**src/rtl/cctif_pkg.sv**
```systemverilog
// ----------------------------------------------------------------------------
// cctif_pkg
// Shared types and constants for the compact code to IEEE float expander.
// ----------------------------------------------------------------------------
`default_nettype none

package cctif_pkg;

    // Configuration register indexes and port widths
    localparam int unsigned CFG_IDX_W  = 4;
    localparam int unsigned CFG_DATA_W = 5;
    localparam logic [CFG_IDX_W-1:0] CFG_IDX_LEN = 4'd0;
    localparam logic [CFG_IDX_W-1:0] CFG_IDX_DBL = 4'd1;

    // Supported code lengths and reset length
    localparam logic [4:0] LEN_12    = 5'd12;
    localparam logic [4:0] LEN_13    = 5'd13;
    localparam logic [4:0] LEN_16    = 5'd16;
    localparam logic [4:0] LEN_20    = 5'd20;
    localparam logic [4:0] LEN_RESET = LEN_16;

    // Precision bit counts per supported length
    localparam logic [3:0] PB_12 = 4'd6;
    localparam logic [3:0] PB_13 = 4'd7;
    localparam logic [3:0] PB_16 = 4'd10;
    localparam logic [3:0] PB_20 = 4'd14;

    // Magnitude that drops the implicit leading one
    localparam logic [3:0] MAG_NO_LEAD = 4'hF;

    // IEEE format constants
    localparam logic [4:0]  EW_SP   = 5'd8;
    localparam logic [4:0]  EW_DP   = 5'd11;
    localparam logic [5:0]  MW_SP   = 6'd23;
    localparam logic [5:0]  MW_DP   = 6'd52;
    localparam logic [10:0] BIAS_SP = 11'd127;
    localparam logic [10:0] BIAS_DP = 11'd1023;
    localparam logic [10:0] EMAX_SP = 11'd254;
    localparam logic [10:0] EMAX_DP = 11'd2046;

    // Live configuration
    typedef struct packed {
        logic [4:0] len;
        logic       dbl;
    } t_cfg;

    // Decoded code, after the first stage
    typedef struct packed {
        logic        sgn;
        logic        esgn;
        logic [14:0] stream;
        logic [4:0]  slen;
        logic        dbl;
        logic        err;
    } t_dec;

    // Exponent offset and mantissa, after the second stage
    typedef struct packed {
        logic        sgn;
        logic        esgn;
        logic [15:0] efield;
        logic [51:0] mant;
        logic        dbl;
        logic        err;
    } t_spl;

    // Final result
    typedef struct packed {
        logic [63:0] bits;
        logic        err;
    } t_res;

endpackage

`default_nettype wire

```
**src/rtl/cctif_decode.sv**
```systemverilog
// ----------------------------------------------------------------------------
// cctif_decode
// First stage: split the code into sign, exponent sign and bit stream.
// ----------------------------------------------------------------------------
`default_nettype none

module cctif_decode
    import cctif_pkg::*;
(
    input  wire logic        i_clk,
    input  wire logic        i_rst_n,
    input  wire t_cfg        i_cfg,
    input  wire logic        i_valid,
    output logic             o_ready,
    input  wire logic [19:0] i_code,
    output logic             o_valid,
    input  wire logic        i_ready,
    output t_dec             o_dec
);

    logic        r_vld;
    t_dec        r_dec;
    t_dec        n_dec;
    logic [3:0]  w_pb;
    logic        w_err;
    logic [19:0] w_hi;
    logic [3:0]  w_mag;
    logic [13:0] w_prec;
    logic        w_lead;

    // Pick the precision width for the configured length
    always_comb begin
        w_pb  = PB_16;
        w_err = 1'b0;
        case (i_cfg.len)
            LEN_12:  w_pb = PB_12;
            LEN_13:  w_pb = PB_13;
            LEN_16:  w_pb = PB_16;
            LEN_20:  w_pb = PB_20;
            default: w_err = 1'b1;
        endcase
    end

    // Form the fields and the bit stream
    always_comb begin
        w_hi   = i_code >> w_pb;
        w_mag  = w_hi[3:0];
        w_prec = i_code[13:0] & ~(14'h3FFF << w_pb);
        w_lead = (w_mag != MAG_NO_LEAD);

        n_dec.sgn    = w_hi[5];
        n_dec.esgn   = w_hi[4];
        n_dec.stream = {1'b0, w_prec} | (w_lead ? (15'd1 << w_pb) : 15'd0);
        n_dec.slen   = 5'd1 + {1'b0, w_mag} + {4'b0, w_lead} + {1'b0, w_pb};
        n_dec.dbl    = i_cfg.dbl;
        n_dec.err    = w_err;
    end

    // Advance when the register is empty or drains downstream
    assign o_ready = !r_vld || i_ready;

    always_ff @(posedge i_clk) begin
        if (!i_rst_n) begin
            r_vld <= 1'b0;
        end else if (o_ready) begin
            r_vld <= i_valid;
        end
    end

    always_ff @(posedge i_clk) begin
        if (i_valid && o_ready) begin
            r_dec <= n_dec;
        end
    end

    assign o_valid = r_vld;
    assign o_dec   = r_dec;

endmodule

`default_nettype wire

```
**src/rtl/cctif_split.sv**
```systemverilog
// ----------------------------------------------------------------------------
// cctif_split
// Second stage: cut the bit stream into exponent offset and mantissa.
// ----------------------------------------------------------------------------
`default_nettype none

module cctif_split
    import cctif_pkg::*;
(
    input  wire logic i_clk,
    input  wire logic i_rst_n,
    input  wire logic i_valid,
    output logic      o_ready,
    input  wire t_dec i_dec,
    output logic      o_valid,
    input  wire logic i_ready,
    output t_spl      o_spl
);

    logic        r_vld;
    t_spl        r_spl;
    t_spl        n_spl;
    logic [4:0]  w_ew;
    logic [5:0]  w_mw;
    logic        w_ge;
    logic [4:0]  w_rest;
    logic [4:0]  w_shl;
    logic [14:0] w_masked;
    logic [17:0] w_eshl;
    logic [14:0] w_eshr;
    logic [5:0]  w_mshl;
    logic [51:0] w_mant;

    // Split the stream at the exponent width
    always_comb begin
        w_ew     = i_dec.dbl ? EW_DP : EW_SP;
        w_mw     = i_dec.dbl ? MW_DP : MW_SP;
        w_ge     = (i_dec.slen >= w_ew);
        w_rest   = i_dec.slen - w_ew;
        w_shl    = w_ew - i_dec.slen;
        w_eshr   = i_dec.stream >> w_rest;
        w_eshl   = {3'b0, i_dec.stream} << w_shl;
        w_masked = i_dec.stream & ~(15'h7FFF << w_rest);
        w_mshl   = w_mw - {1'b0, w_rest};
        w_mant   = {37'b0, w_masked} << w_mshl;

        n_spl.sgn    = i_dec.sgn;
        n_spl.esgn   = i_dec.esgn;
        n_spl.efield = w_ge ? {1'b0, w_eshr} : w_eshl[15:0];
        n_spl.mant   = w_ge ? w_mant : 52'd0;
        n_spl.dbl    = i_dec.dbl;
        n_spl.err    = i_dec.err;
    end

    // Advance when the register is empty or drains downstream
    assign o_ready = !r_vld || i_ready;

    always_ff @(posedge i_clk) begin
        if (!i_rst_n) begin
            r_vld <= 1'b0;
        end else if (o_ready) begin
            r_vld <= i_valid;
        end
    end

    always_ff @(posedge i_clk) begin
        if (i_valid && o_ready) begin
            r_spl <= n_spl;
        end
    end

    assign o_valid = r_vld;
    assign o_spl   = r_spl;

endmodule

`default_nettype wire

```
**src/rtl/cctif_pack.sv**
```systemverilog
// ----------------------------------------------------------------------------
// cctif_pack
// Third stage: bias and clamp the exponent, assemble the IEEE pattern.
// ----------------------------------------------------------------------------
`default_nettype none

module cctif_pack
    import cctif_pkg::*;
(
    input  wire logic i_clk,
    input  wire logic i_rst_n,
    input  wire logic i_valid,
    output logic      o_ready,
    input  wire t_spl i_spl,
    output logic      o_valid,
    input  wire logic i_ready,
    output t_res      o_res
);

    logic               r_vld;
    logic               r_dbl;
    t_res               r_res;
    t_res               n_res;
    logic [10:0]        w_bias;
    logic [10:0]        w_emax;
    logic [16:0]        w_off;
    logic signed [18:0] w_bexp;
    logic [10:0]        w_exp;

    // Apply the offset to the bias and saturate below the Inf code
    always_comb begin
        w_bias = i_spl.dbl ? BIAS_DP : BIAS_SP;
        w_emax = i_spl.dbl ? EMAX_DP : EMAX_SP;
        w_off  = {1'b0, i_spl.efield} + {16'b0, i_spl.esgn};
        if (i_spl.esgn) begin
            w_bexp = $signed({8'b0, w_bias}) - $signed({2'b0, w_off});
        end else begin
            w_bexp = $signed({8'b0, w_bias}) + $signed({2'b0, w_off});
        end
        if (w_bexp < 0) begin
            w_exp = 11'd0;
        end else if (w_bexp > $signed({8'b0, w_emax})) begin
            w_exp = w_emax;
        end else begin
            w_exp = w_bexp[10:0];
        end
    end

    // Assemble the pattern; an unsupported length gives zero
    always_comb begin
        n_res.err = i_spl.err;
        if (i_spl.err) begin
            n_res.bits = 64'd0;
        end else if (i_spl.dbl) begin
            n_res.bits = {i_spl.sgn, w_exp, i_spl.mant};
        end else begin
            n_res.bits = {32'd0, i_spl.sgn, w_exp[7:0], i_spl.mant[22:0]};
        end
    end

    // Hold the result until the receiver takes the beat
    assign o_ready = !r_vld || i_ready;

    always_ff @(posedge i_clk) begin
        if (!i_rst_n) begin
            r_vld <= 1'b0;
        end else if (o_ready) begin
            r_vld <= i_valid;
        end
    end

    always_ff @(posedge i_clk) begin
        if (i_valid && o_ready) begin
            r_res <= n_res;
            r_dbl <= i_spl.dbl;
        end
    end

    assign o_valid = r_vld;
    assign o_res   = r_res;

`ifndef SYNTHESIS
    a_err_zero: assert property (@(posedge i_clk) disable iff (!i_rst_n)
        r_vld && r_res.err |-> r_res.bits == 64'd0)
        else $error("length error beat carries a non-zero pattern");

    a_single_upper: assert property (@(posedge i_clk) disable iff (!i_rst_n)
        r_vld && !r_dbl |-> r_res.bits[63:32] == 32'd0)
        else $error("single precision beat has upper word set");

    a_no_inf_sp: assert property (@(posedge i_clk) disable iff (!i_rst_n)
        r_vld && !r_dbl |-> r_res.bits[30:23] != 8'hFF)
        else $error("single precision exponent reached the Inf code");

    a_no_inf_dp: assert property (@(posedge i_clk) disable iff (!i_rst_n)
        r_vld && r_dbl |-> r_res.bits[62:52] != 11'h7FF)
        else $error("double precision exponent reached the Inf code");
`endif

endmodule

`default_nettype wire

```
**src/rtl/compact_code_to_ieee_float.sv**
```systemverilog
// ----------------------------------------------------------------------------
// compact_code_to_ieee_float
// Expands compact codes of 12, 13, 16 or 20 bits to IEEE bit patterns.
// ----------------------------------------------------------------------------
// Usage:
//   Input channel i_valid/o_ready carries one code per beat in i_code,
//   right-aligned. Output channel o_valid/i_ready returns one result beat
//   per code: o_ieee_bits (single precision in the low word) and
//   o_length_error, set with a zero pattern when the code length is not
//   supported.
//   Configuration channel i_cfg_valid/o_cfg_ready writes register
//   i_cfg_index with i_cfg_data: index 0 code length, index 1 double
//   select. Writes are taken every cycle; write only while idle.
//   An accepted code passes the decode, split and pack register stages
//   on its way to o_valid. Throughput is one code per cycle while the
//   receiver keeps up. Each stage holds its beat when the next one is
//   full, so a stalled receiver backs the pipeline up one stage at a time
//   and an empty stage still takes a beat.
//   Reset empties the pipeline and sets code length 16, single precision.
// ----------------------------------------------------------------------------
`default_nettype none

module compact_code_to_ieee_float
    import cctif_pkg::*;
(
    input  wire logic                  i_clk,
    input  wire logic                  i_rst_n,
    input  wire logic                  i_cfg_valid,
    output logic                       o_cfg_ready,
    input  wire logic [CFG_IDX_W-1:0]  i_cfg_index,
    input  wire logic [CFG_DATA_W-1:0] i_cfg_data,
    input  wire logic                  i_valid,
    output logic                       o_ready,
    input  wire logic [19:0]           i_code,
    output logic                       o_valid,
    input  wire logic                  i_ready,
    output logic [63:0]                o_ieee_bits,
    output logic                       o_length_error
);

    t_cfg r_cfg;
    logic w_dec_vld;
    logic w_dec_rdy;
    t_dec w_dec;
    logic w_spl_vld;
    logic w_spl_rdy;
    t_spl w_spl;
    t_res w_res;

    // Configuration registers; unknown indexes drop the write
    assign o_cfg_ready = 1'b1;

    always_ff @(posedge i_clk) begin
        if (!i_rst_n) begin
            r_cfg.len <= LEN_RESET;
            r_cfg.dbl <= 1'b0;
        end else if (i_cfg_valid && o_cfg_ready) begin
            case (i_cfg_index)
                CFG_IDX_LEN: r_cfg.len <= i_cfg_data[4:0];
                CFG_IDX_DBL: r_cfg.dbl <= i_cfg_data[0];
                default:     r_cfg     <= r_cfg;
            endcase
        end
    end

    cctif_decode u_decode (
        .i_clk   (i_clk),
        .i_rst_n (i_rst_n),
        .i_cfg   (r_cfg),
        .i_valid (i_valid),
        .o_ready (o_ready),
        .i_code  (i_code),
        .o_valid (w_dec_vld),
        .i_ready (w_dec_rdy),
        .o_dec   (w_dec)
    );

    cctif_split u_split (
        .i_clk   (i_clk),
        .i_rst_n (i_rst_n),
        .i_valid (w_dec_vld),
        .o_ready (w_dec_rdy),
        .i_dec   (w_dec),
        .o_valid (w_spl_vld),
        .i_ready (w_spl_rdy),
        .o_spl   (w_spl)
    );

    cctif_pack u_pack (
        .i_clk   (i_clk),
        .i_rst_n (i_rst_n),
        .i_valid (w_spl_vld),
        .o_ready (w_spl_rdy),
        .i_spl   (w_spl),
        .o_valid (o_valid),
        .i_ready (i_ready),
        .o_res   (w_res)
    );

    assign o_ieee_bits    = w_res.bits;
    assign o_length_error = w_res.err;

endmodule

`default_nettype wire
```
**config.mk**
```make
export PLATFORM = sky130hd
export DESIGN_NAME = compact_code_to_ieee_float
export DESIGN_NICKNAME = d
export VERILOG_FILES = /design/src/rtl/cctif_pkg.sv /design/src/rtl/cctif_decode.sv /design/src/rtl/cctif_split.sv /design/src/rtl/cctif_pack.sv /design/src/rtl/compact_code_to_ieee_float.sv
export SDC_FILE = /design/constraint.sdc
export NUM_CORES = 1
export LEC_CHECK = 0
export BUFFER_PORTS_ARGS = -buffer_cell sky130_fd_sc_hd__buf_2
export CAP_MARGIN = 10
export CORE_MARGIN = 1.5
export CORE_UTILIZATION = 55
export CTS_BUF_LIST = sky130_fd_sc_hd__clkbuf_4 sky130_fd_sc_hd__clkbuf_8 sky130_fd_sc_hd__clkbuf_16
export DETAILED_ROUTE_END_ITERATION = 7
export HOLD_SLACK_MARGIN = 0.03
export PLACE_DENSITY = 0.78
export SLEW_MARGIN = 10
export SYNTH_ARGS = -nofsm -noshare
export SYNTH_HDL_FRONTEND = slang
export SYNTH_SLANG_ARGS = --single-unit
```
**constraint.sdc**
```tcl
create_clock -name i_clk -period 7.7 [get_ports i_clk]
set_input_delay 1.54 -clock i_clk [delete_from_list [all_inputs] [get_ports i_clk]]
set_output_delay 1.54 -clock i_clk [all_outputs]
set_load 0.05 [all_outputs]
```
== Word level (Yosys, flattened, before mapping) ==
Cells that the tools add are included.
Word-level totals
  bits of input ports: 34
  flip-flop bits (word level): 170
Operators by class
  shift-type cells: 7
  equality and inequality tests: 6
  $add $sub $neg: 9
  order comparisons: 3
  bitwise gates (word level): 6
  reduce and logical (&&, ||, !) cells: 15
  mux-type cells: 12
Operator list (count)
  15-bit by 6-bit << shifter with 52-bit output: 1
  32-bit two-way mux: 1
  15-bit two-way mux: 2
  11-bit two-way mux: 2
  20-bit by 4-bit right shift with 6-bit output: 1
  19-bit by 12-bit > comparator with 1-bit output: 1
  19-bit by 1-bit < comparator with 1-bit output (second input constant): 1
  19-bit two-way mux: 1
  11-bit by 17-bit adder with 18-bit output: 1
  11-bit by 17-bit subtractor with 18-bit output: 1
  16-bit by 1-bit adder with 17-bit output: 1
  15-bit by 5-bit << shifter with 16-bit output: 1
  15-bit bitwise AND: 1
  15-bit inverter: 1
  14-bit by 15-bit OR with 15-bit output: 1
  1-bit by 4-bit << shifter with 15-bit output (first input constant): 1
  15-bit by 5-bit << shifter with 15-bit output (first input constant): 1
  15-bit by 5-bit right shift with 15-bit output: 1
  14-bit bitwise AND: 1
  14-bit inverter: 1
  14-bit by 4-bit << shifter with 14-bit output (first input constant): 1
  4-bit one-hot mux with 3 select lines: 1
  5-bit by 4-bit equality test with 1-bit output (second input constant): 2
  5-bit equality test (second input constant): 2
  22 further kinds: 30

== Longest topological paths before layout ==
Gate-level depths: netlist (run 1).
  word-level depth: 7
  depth in mapped cells: 21

== Hierarchy ==
Synthesis (run 1) repeated with hierarchy kept, for this count alone.
Second synthesis, totals
  cells, all modules: 1205
  area, all modules: 11835.1 um^2
Modules (own cells, without submodules)
  cctif_split: times used 1, seq. area each 2182.1 um^2, area each 5967.0 um^2, cells an instance 658
  cctif_pack: times used 1, seq. area each 1971.9 um^2, area each 4141.5 um^2, cells an instance 395
  cctif_decode: times used 1, seq. area each 740.7 um^2, area each 1436.4 um^2, cells an instance 123
  compact_code_to_ieee_float: times used 1, seq. area each 120.1 um^2, area each 290.3 um^2, cells an instance 29

== Worst setup path before layout (run 1) ==
Ideal clock, no wire load.
  kind: input to register
  start point: input i_ready
  end point: register u_split.r_spl (netlist bit u_split.o_spl[0]) (enable)
  slack: 0.217 ns
  cell stages on the path: 2
  arrival: 6.870 ns
  path buffers: 0
  data required time: 7.088 ns
  setup time: 0.612 ns
  cells stage by stage: nor2b_1 a21boi_0
On the way
  cells in the longest elaborated chain, start to end: 3
Ends and longest elaborated chain
  start: declaration: RTL line compact_code_to_ieee_float.sv:36  | input wire logic i_ready,
  1-bit logical OR: RTL line cctif_pack.sv:62  | assign o_ready = !r_vld || i_ready;
  1-bit logical OR: RTL line cctif_split.sv:56  | assign o_ready = !r_vld || i_ready;
  1-bit logical AND: RTL line cctif_split.sv:67  | if (i_valid && o_ready) begin
  end signal: assignment: RTL line cctif_split.sv:68  | r_spl <= n_spl;
  end: declaration: RTL line cctif_split.sv:21  | t_spl r_spl;
No other way between the ends.
A chain may end at the register's enable or synchronous reset.

== Worst setup path in the final report (run 1) ==
  start point: register u_split.r_spl (netlist bit u_split.o_spl[70])
  end point: register u_pack.r_res (netlist bit u_pack.o_res[25]) (data pin)
On the way
  cells in the longest elaborated chain, start to end: 7
  elaborated cells between the ends (all ways): 9
  those cells by class: 3 x add/sub; 2 x order compare; 4 x mux
Ends and longest elaborated chain
  16-bit by 1-bit adder with 17-bit output: RTL line cctif_pack.sv:34  | w_off = {1'b0, i_spl.efield} + {16'b0, i_spl.esgn};
  11-bit by 17-bit adder with 18-bit output / 11-bit by 17-bit subtractor with 18-bit output (equally long branches): RTL line cctif_pack.sv:38, cctif_pack.sv:36
  19-bit two-way mux (*): RTL line cctif_pack.sv:35  | if (i_spl.esgn) begin
  19-bit by 12-bit > comparator with 1-bit output: RTL line cctif_pack.sv:42  | end else if (w_bexp > $signed({8'b0, w_emax})) begin
  11-bit two-way mux: RTL line cctif_pack.sv:42
  8-bit two-way mux (*): RTL line cctif_pack.sv:40  | if (w_bexp < 0) begin
  32-bit two-way mux (*): RTL line cctif_pack.sv:54  | end else if (i_spl.dbl) begin
  end signal: assignment: RTL line cctif_pack.sv:74  | r_res <= n_res;
  end: declaration: RTL line cctif_pack.sv:22  | t_res r_res;
Mark *: on every way between the ends. The rest lies on a longest branch, timed or not.

==> metrics.txt, run 1 <==
setup_tns=0 ns; Register Area=about 5000 um2; CP startpoint kind=register; die height=142.1 um; Setup-failing EPs final=0; Synth Flop Type=edfxtp_1; hold worst-path end=u_split.o_spl[71]; row count=50; R2R setup slack=1.75 ns; post-synthesis cell area=10650 um2; maxcap violations=0; Vias/cell=around 6; highest clock rate=roughly 0.17 GHz; RR Endpoint=u_pack.o_res[25]; non-filler instance count after layout=1398; synth warn=0; worst vdd ir=0.1776 mV; WP data required=about 7.9 ns; Remaining DRCs=0; RSZ-0062 raised after global routing=no; fill count=1486; final worst-path cycle share=0.7728; Hold Path Class=reg2reg; WHS=0.4280 ns; share of Yosys cell area claimed by the top area cell type=0.4542; syn nets=approximately 1.1k; most numerous cell in the Yosys netlist=edfxtp_1; initial core utilization=0.5653; CTS root buffer=clkbuf_16; clock sinks=170; Antenna Cells=0; initial antenna violation count=0; syn_area_per_cell=10.11 um2; area leader, netlist=edfxtp_1; Syn Inst Count=1053; critical path type=reg2reg; launch point of the worst hold path=u_decode.o_dec[23]; Core Region=18830 um2; final core utilization=0.6359; cell area power density=243.7 nW/um2; gr usage total=0.2426; Fin. Hold Viols=0; CTS tree=built; setup bufs post-CTS=0; H-tree depth=4; #FFs+latches synth=170; hpwl dp=17530 um; clk_skew=between 0.01 and 0.015 ns; Seq/Total Area, Yosys=0.4711; R2R depth=20; largest net degree at the start of global routing=73; Iteration-0 DRC Markers=between 900 and 1k; Port Buffers=100; dpl cells=1366; die footprint=20200 um2; vias in the first global route=7579; Leak=4.453 nW; hold buffers post-CTS=0; DR WL/cell=17.27 um; number of flops mapped to enable cells by yosys=161; Area after DPL=11370 um2; hold path depth=0; Chip Width=142.1 um; Clk pin slew, worst setup/hold paths=0.07 ns; RR Startpoint=u_split.o_spl[70]; CP arrival=6.10 ns; fin area=11980 um2; CTS Buf Count=17; most frequent cells after synthesis=161 x edfxtp_1, 129 x nor2_1, 66 x nand2_1; Distinct cells, synth=77; area grow syn2layout=12.49%; worst slew pin tran=1.168 ns; crit-path max FO=26; fraction of registers with async set/reset=0; max_slew headroom=0.2155; I/O pin count=102; Max Slew Vio Count=0; Skew-Pair Late Insertion Delay=0.44 ns; GR Overflow Total=0; DRT antenna net count=0; Multi-input gate area=5296 um2; Nets=1190; Max clock buf depth=2; post_cts resized=0; Vias=8419; 1st-pass router iterations=5; synth top area cells=edfxtp_1 45%, mux2i_1 4.9%, nor2_1 4.5%, ha_1 3.2%, a21oi_1 2.9%; Post-Route WL=24140 um; gpl congestion=0.9841; first-pass GRT wire length=~39000 um; status=complete, no violations; layout cells sized above 1=0.1687; Critical Path End Type=register; minimum clock period=between 5 and 6 ns
-- registers in the layout, summed over array words and instances (netlist names) --
| name | count |
|---|---|
| u_decode.o_valid | 1 |
| u_split.o_spl | 72 |
| u_decode.o_dec | 24 |
| u_pack.o_res | 65 |
| r_cfg | 6 |
| u_split.o_valid | 1 |
| u_pack.o_valid | 1 |
-- per-layer routing --
layer | routed length (um) | GRT usage | vias to the layer above
met3 | 1659 | 0.04879 | 37
met5 | 0 | 0 | -
met1 | 10620 | 0.3279 | 3941
met2 | 11410 | 0.3944 | 373
li1 | - | - | 4068
met4 | 454 | 0.07868 | 0
-- worst max-delay path by stage --
| stage | endpoint | depth (start not counted) | start |
|---|---|---|---|
| 2_1_floorplan | u_split.o_spl[0] | 2 | i_ready |
| 3_3_place_gp | u_pack.o_res[29] | 20 | u_split.o_spl[70] |
| 3_5_place_dp | u_pack.o_res[25] | 20 | u_split.o_spl[70] |
| 4_1_cts | u_pack.o_res[25] | 20 | u_split.o_spl[70] |
| 5_1_grt | u_pack.o_res[25] | 20 | u_split.o_spl[70] |
| 6_report | u_pack.o_res[25] | 20 | u_split.o_spl[70] |
-- cells by family (layout without fill, tap and decap cells) --
family	after synthesis	in the layout	synth area share
other	1	1	0.0003523
buffers and inverters	93	178	0.03444
XOR/XNOR	45	45	0.03702
adder cells (fa/ha/maj)	31	31	0.03926
AO/OA/AOI/OAI	264	264	0.1622
AND/OR/NAND/NOR	379	379	0.1814
multiplexers	70	70	0.07428
flip-flops	170	170	0.4711
-- through the flow --
| stage | power (W) | setup slack (ns) |
|---|---|---|
| finish | 0.002919 | 1.749 |
| global placement | 0.002053 | 1.973 |
| CTS | 0.002908 | 1.801 |
| global route | 0.003049 | 1.239 |
| floorplan | 0.001839 | 0.2175 |
| detailed placement | 0.002065 | 1.850 |
-- final cells by class --
class / instances / share of cell area
Sequential cell: 170 / 0.4188
Clock inverter: 15 / 0.01505
Timing Repair Buffer: 116 / 0.05182
Tap cell: 260 / 0.02717
Inverter: 30 / 0.009403
Clock buffer: 17 / 0.03552
Multi-Input combinational cell: 790 / 0.4423
-- worst max-delay path: stages (launching register included) --
cell	delay, ns
edfxtp_1	0.89
ha_1	0.29
ha_1	0.28
nand3_2	0.20
nor2_1	0.21
xor2_1	0.32
ha_1	0.36
a21o_1	0.22
a21oi_1	0.16
o21ai_1	0.12
nor2_1	0.10
a21oi_1	0.07
xnor2_1	0.19
ha_1	0.32
nand3_1	0.08
nor4_1	0.26
nand2_1	0.09
nor4_2	0.18
mux2i_1	0.17
nor4_2	0.93
a31oi_1	0.22
-- power by group --
part	leakage (nW)	internal, W	switching, W
Clock	0.295	0.000438	0.000409
Sequential	1.64	0.00109	0.0000440
Combinational	2.52	0.000327	0.000611
-- layout by cell type (no fill, tap or decap), types with 12 or more instances in the layout --
master | synthesis | final
clkbuf_16 | 0 | 17
inv_1 | 27 | 27
buf_2 | 5 | 100
a211oi_1 | 18 | 18
edfxtp_1 | 161 | 161
buf_4 | 3 | 16
mux2_2 | 12 | 12
mux2i_1 | 52 | 52
o21ai_0 | 48 | 48
xnor2_1 | 30 | 29
ha_1 | 27 | 27
a31oi_1 | 20 | 19
nor3_1 | 17 | 17
nor2b_1 | 42 | 41
a21oi_1 | 61 | 61
nand2_1 | 66 | 66
o22ai_1 | 19 | 19
xor2_1 | 15 | 15
nand3_1 | 26 | 26
and2_1 | 30 | 30
nor2_1 | 129 | 129
o211ai_1 | 14 | 14
Power figures use the tool's default switching activity.
==> run 2, diff against run 1 <==
- clock period: 7.7 -> 4.77 ns (I/O delays scaled with it)
==> run 2 against run 1 <==
  * Sequential share of layout area down 1.1 points
  * Global-route usage increased by 0.77 points
  * Count of clock-buffer cells in the layout is the same
  * Critical path type unchanged
  * Critical endpoint is now u_pack.o_res[63]
  * Largest cell class unchanged
  * Largest power group unchanged
==> metrics.txt, run 2 (synthesis results as in run 1) <==
area grow syn2layout=15.50%; CP startpoint kind=register; DRT antenna net count=0 (unchanged); M3 GR Usage=0.04374 (-0.005047); Sw Share=0.3679 (+0.003470); minimum clock period=4.544 ns (-1.406 ns); gpl congestion=0.9490 (-3.6%); Setup WS pre-CTS=0.07662 ns (-1.774 ns); maxcap violations=0 (unchanged); first-pass GRT wire length=39890 um (+3.5%); Hold Path Class=reg2reg; clk_skew=0.01230 ns (-0.001617 ns); highest clock rate=0.2201 GHz (+31%); initial antenna violation count=0 (unchanged); max_slew headroom=0.3269 (+0.1113); NetSw=0.001777 W (+67%); CP arrival=4.75 ns (-1.35 ns); H-tree depth=4 (unchanged); CTS root buffer=clkbuf_16; Worst Setup Slack, final=0.2259 ns (-1.524 ns); hpwl dp=18290 um (+4.4%); worst vdd ir=0.2963 mV (+67%); die height=142.1 um (unchanged); commonest non-fill, non-tap cell in the layout=edfxtp_1; register share of total power=0.378 (-0.011); status=complete, no violations; GR Overflow Total=0 (unchanged); Skew-Pair Late Insertion Delay=0.44 ns (about the same); setup_tns=0 ns (unchanged); cell area power density=392.7 nW/um2 (+61%); Chip Width=142.1 um (unchanged); critical path type=reg2reg; initial core utilization=0.5653 (unchanged); die footprint=20200 um2 (unchanged); logic gate share of total power=0.334 (+0.013); worst slew pin tran=1.003 ns (-0.1658 ns); busiest grt layer=met2; most frequent cells in the layout=161 x edfxtp_1, 127 x nor2_1, 100 x buf_2, 66 x nand2_1, 59 x a21oi_1; Setup-failing EPs final=0 (unchanged); Vias/cell=6.044 (+0.36%); clock power share=0.288 (-0.002); final worst-path cycle share=0.9527 (+0.1798); Nets=1220 (+2.5%); Port Buffers=100 (unchanged); internal power=0.003052 W (+65%); row count=50 (unchanged); Max Slew Vio Count=0 (unchanged); Max clock buf depth=2 (unchanged); crit-path max FO=5 (-81%); Overall Power=0.004828 W (+65%); I/O pin count=102 (unchanged); Remaining DRCs=0 (unchanged); CTS Buf Count=17 (unchanged); gr usage total=0.2503 (+0.007674); Critical Path End Type=register; vias in the first global route=7940 (+4.8%); Largest register FFs=72 (unchanged); Vias=8631 (+2.5%); non-filler instance count after layout=1428 (+2.1%); Clk pin slew, worst setup/hold paths=0.08 ns (about the same); DR WL/cell=17.80 um (+3.1%); layout cells sized above 1=0.2029 (+0.03419); Fin. Hold Viols=0 (unchanged); Antenna Cells=0 (unchanged); clock sinks=170 (unchanged); CTS tree=built; met1 usage=0.3271 (-0.0007422); Iteration-0 DRC Markers=1048 (+6.6%); WP data required=4.97 ns (-2.88 ns); Leak=4.607 nW (+3.5%); Post-Route WL=25420 um (+5.3%); 1st-pass router iterations=7 (+2); dpl cells=1394 (+2.0%); Core Region=18830 um2 (unchanged); largest net degree at the start of global routing=73 (unchanged); M2 GR Usage=0.4128 (+0.01849)
## run 2: metal layers
layer / routed length [um] / up-vias
met4: 804 / 0
li1: - / 4121
met2: 12190 / 399
met1: 10650 / 4044
met3: 1771 / 67
met5: 0 / -
## run 2: area by class of cell
cell class / count / area, um2
Fill cell: 1482 / 6535
Multi-Input combinational cell: 790 / 5383
Sequential cell: 170 / 5015
Timing Repair Buffer: 146 / 845.8
Clock buffer: 17 / 425.4
Tap cell: 260 / 325.3
Clock inverter: 15 / 188.9
Inverter: 30 / 112.6
## run 2: per-stage QoR
step	hold WS (ns)	area, um2	util
2_1_floorplan	0.4003	10650	-
3_3_place_gp	0.4044	11580	0.6150
3_5_place_dp	0.4102	11580	0.6150
4_1_cts	0.4310	12190	0.6476
5_1_grt	0.4470	12300	0.6530
6_report	0.4253	12300	0.6530
## run 2: power groups by stage
stage | Clock (W) | Combinational [W] | Sequential, W
floorplan | 0 | 0.00108 | 0.00188
global placement | 0 | 0.00153 | 0.00185
detailed placement | 0 | 0.00154 | 0.00185
CTS | 0.00141 | 0.00156 | 0.00182
global route | 0.00147 | 0.00173 | 0.00183
finish | 0.00139 | 0.00161 | 0.00182
## run 2: worst max-delay path, cell delays in order, from the launching register on
cell and delay, ns:
edfxtp_1 0.44, ha_1 0.23, ha_2 0.28, inv_1 0.06, ha_2 0.18, or4b_1 0.48, o31ai_2 0.11, a21boi_2 0.25
o21ai_2 0.10, nor2_1 0.10, a21oi_1 0.06, xnor2_1 0.17, ha_1 0.33, nand3_1 0.08, nor4_1 0.19, nand2_1 0.13
nor4_4 0.26, mux2i_2 0.13, or4_4 0.54, o21ba_1 0.20
## run 2: final timing paths
check / start / endpoint / slack (ns) / cells past startpoint
worst max-delay path: u_split.o_spl[54] / u_pack.o_res[63] / 0.23 / 19
worst min-delay path: u_decode.o_dec[0] / u_split.o_spl[0] / 0.43 / 0
worst max register to register: u_split.o_spl[54] / u_pack.o_res[63] / 0.23 / 19
worst min register to register: u_decode.o_dec[0] / u_split.o_spl[0] / 0.43 / 0
## run 2: repair_timing
item | 4_1_cts | 5_1_grt
endpoints found under the setup margin | 0 | 18
gates resized for setup | 0 | 19
hold buffers | 0 | 0
setup buffers | 0 | 2
==> run 3, diff against run 2 <==
- REMOVE_ABC_BUFFERS: not set -> 1
- SKIP_CTS_REPAIR_TIMING: not set -> 1
- SLEW_MARGIN: 10 -> not set
==> run 3 against run 2 <==
  * Core utilization rose by 0.19 points
  * Wire length fell by 4.7%
  * Global-route usage fell by 0.89 points
  * Flip-flop and latch count did not move
  * Non-clock buffer count rose by 6
  * Critical endpoint is now u_pack.o_res[57]
  * Highest routed layer unchanged
==> metrics.txt, run 3 (synthesis results as in run 1) <==
status=complete, no violations; highest clock rate=0.2209 GHz (+0.37%); CTS Buf Count=17 (unchanged); Crit-path slowest cell=or4_4; most frequent cells in the layout=161 x edfxtp_1, 128 x nor2_1, 100 x buf_2, 66 x nand2_1, 60 x a21oi_1; Clk pin slew, worst setup/hold paths=0.08 ns (about the same); most frequent CP cell=ha_1; fill count=1450 (-2.2%); CP startpoint kind=register; Leak=4.637 nW (+0.66%); CP arrival=4.73 ns (-0.02 ns); Vias=8600 (-0.36%); Fin. Hold Viols=0 (unchanged); RSZ-0062 raised after global routing=no; GR Overflow Total=0 (unchanged); worst vdd ir=0.3102 mV (+4.7%); Largest register FFs=72 (unchanged); max_slew headroom=0.2360 (-0.09084); largest net degree at the start of global routing=73 (unchanged); worst slew pin tran=1.135 ns (+0.1330 ns); M3 GR Usage=0.05754 (+0.01380); Vias/cell=5.997 (-0.78%); WHS=0.4315 ns (+0.006252 ns); gpl congestion=0.9588 (+1.0%); Remaining DRCs=0 (unchanged); Post-Route WL=24240 um (-4.7%); CP peak stage delay=0.54 ns (about the same); area grow syn2layout=15.83%; WP data required=4.97 ns (about the same); I/O pin count=102 (unchanged); die height=142.1 um (unchanged); cell area power density=388.8 nW/um2 (-1.0%); met1 usage=0.3162 (-0.01093); Hold Path Class=reg2reg; Core Region=18830 um2 (unchanged); setup_tns=0 ns (unchanged); maxcap violations=0 (unchanged); CTS tree=built; Skew-Pair Late Insertion Delay=0.44 ns (about the same); minimum clock period=4.527 ns (-0.01697 ns); clk_skew=0.01603 ns (+0.003728 ns); Chip Width=142.1 um (unchanged); DR WL/cell=16.90 um (-5.0%); Setup-failing EPs final=0 (unchanged); vias in the first global route=7749 (-2.4%); Port Buffers=100 (unchanged); busiest grt layer=met2; clock sinks=170 (unchanged); Max Slew Vio Count=0 (unchanged); commonest non-fill, non-tap cell in the layout=edfxtp_1; gr usage total=0.2414 (-0.008885); CP cell instances=ha_1, ha_1, buf_4, and3_4, or4_4, a211oi_2, o21bai_1, a211oi_1, a21oi_1, xnor2_1, ha_1, nand3_1, nor4_1, nand2_1, nor4_4, mux2i_2, or4_4, o21ba_1; Nets=1226 (+0.49%); Max clock buf depth=2 (unchanged); Critical Path End Type=register; CTS root buffer=clkbuf_16; Antenna Cells=0 (unchanged); DRT antenna net count=0 (unchanged); first-pass GRT wire length=38390 um (-3.8%); critical path type=reg2reg; M2 GR Usage=0.3951 (-0.01772); crit-path max FO=5 (unchanged); die footprint=20200 um2 (unchanged); hpwl dp=17540 um (-4.1%); 1st-pass router iterations=5 (-2); initial core utilization=0.5653 (unchanged); layout cells sized above 1=0.2027 (about the same); H-tree depth=4 (unchanged); row count=50 (unchanged); final worst-path cycle share=0.9491 (-0.003558); Iteration-0 DRC Markers=851 (-19%); Overall Power=0.004794 W (-0.72%); initial antenna violation count=0 (unchanged)
run 3: cell count changes in the layout (fill, tap and decap cells not counted), moves of 2 or more:
cell / previous run / this run
buf_4: 46 / 52
clkinv_8: 5 / 3
ha_1: 23 / 25
ha_2: 3 / 0
inv_6: 1 / 3
run 3: path summary, 6_finish.rpt:
kind	from	to	slack, ns	depth (start not counted)
setup / recovery	u_split.o_spl[54]	u_pack.o_res[57]	0.24	18
hold / removal	u_decode.o_dec[0]	u_split.o_spl[0]	0.43	0
setup reg to reg	u_split.o_spl[54]	u_pack.o_res[57]	0.24	18
hold reg to reg	u_decode.o_dec[0]	u_split.o_spl[0]	0.43	0
run 3: area by class of cell:
class                   instances  area, um2  area share
repair buffers                152      890.9     0.07225
clock inverters                15      180.2     0.01461
multi-input cells             790       5381      0.4364
flip-flops and latches        170       5015      0.4067
well taps                     260      325.3     0.02638
inverters                      30      112.6    0.009132
clock buffers                  17      425.4     0.03450
run 3: stage by stage:
step | instances | instance area, um2 | util | setup WS (ns)
5_1_grt | 1434 | 12330 | 0.6548 | 0.01741
2_1_floorplan | 990 | 10390 | - | -2.127
6_report | 1434 | 12330 | 0.6548 | 0.2428
3_5_place_dp | 1393 | 11570 | 0.6146 | 0.06278
4_1_cts | 1425 | 12180 | 0.6467 | 0.03388
3_3_place_gp | 1393 | 11570 | 0.6146 | 0.1836
run 3: layer usage:
metal  share of wire  vias up
li1                -     4140
met1            0.43     4021
met2            0.47      393
met3           0.076       46
met4           0.018        0
met5               0        -
run 3: worst max-delay path, delay by kind of cell (launching register included):
family | cells | cell delay, ns
compound gates | 5 | 0.82
fa+ha+maj | 3 | 0.78
buf+inv | 1 | 0.17
mux | 1 | 0.13
xor+xnor | 1 | 0.18
flops | 1 | 0.44
simple gates | 7 | 1.79
run 3: power by group:
group          switching [W]  internal (W)  leakage [nW]
clock network       0.000642      0.000751         0.296
logic                0.00100      0.000575          2.70
registers          0.0000657       0.00176          1.64
total                0.00171       0.00309          4.64
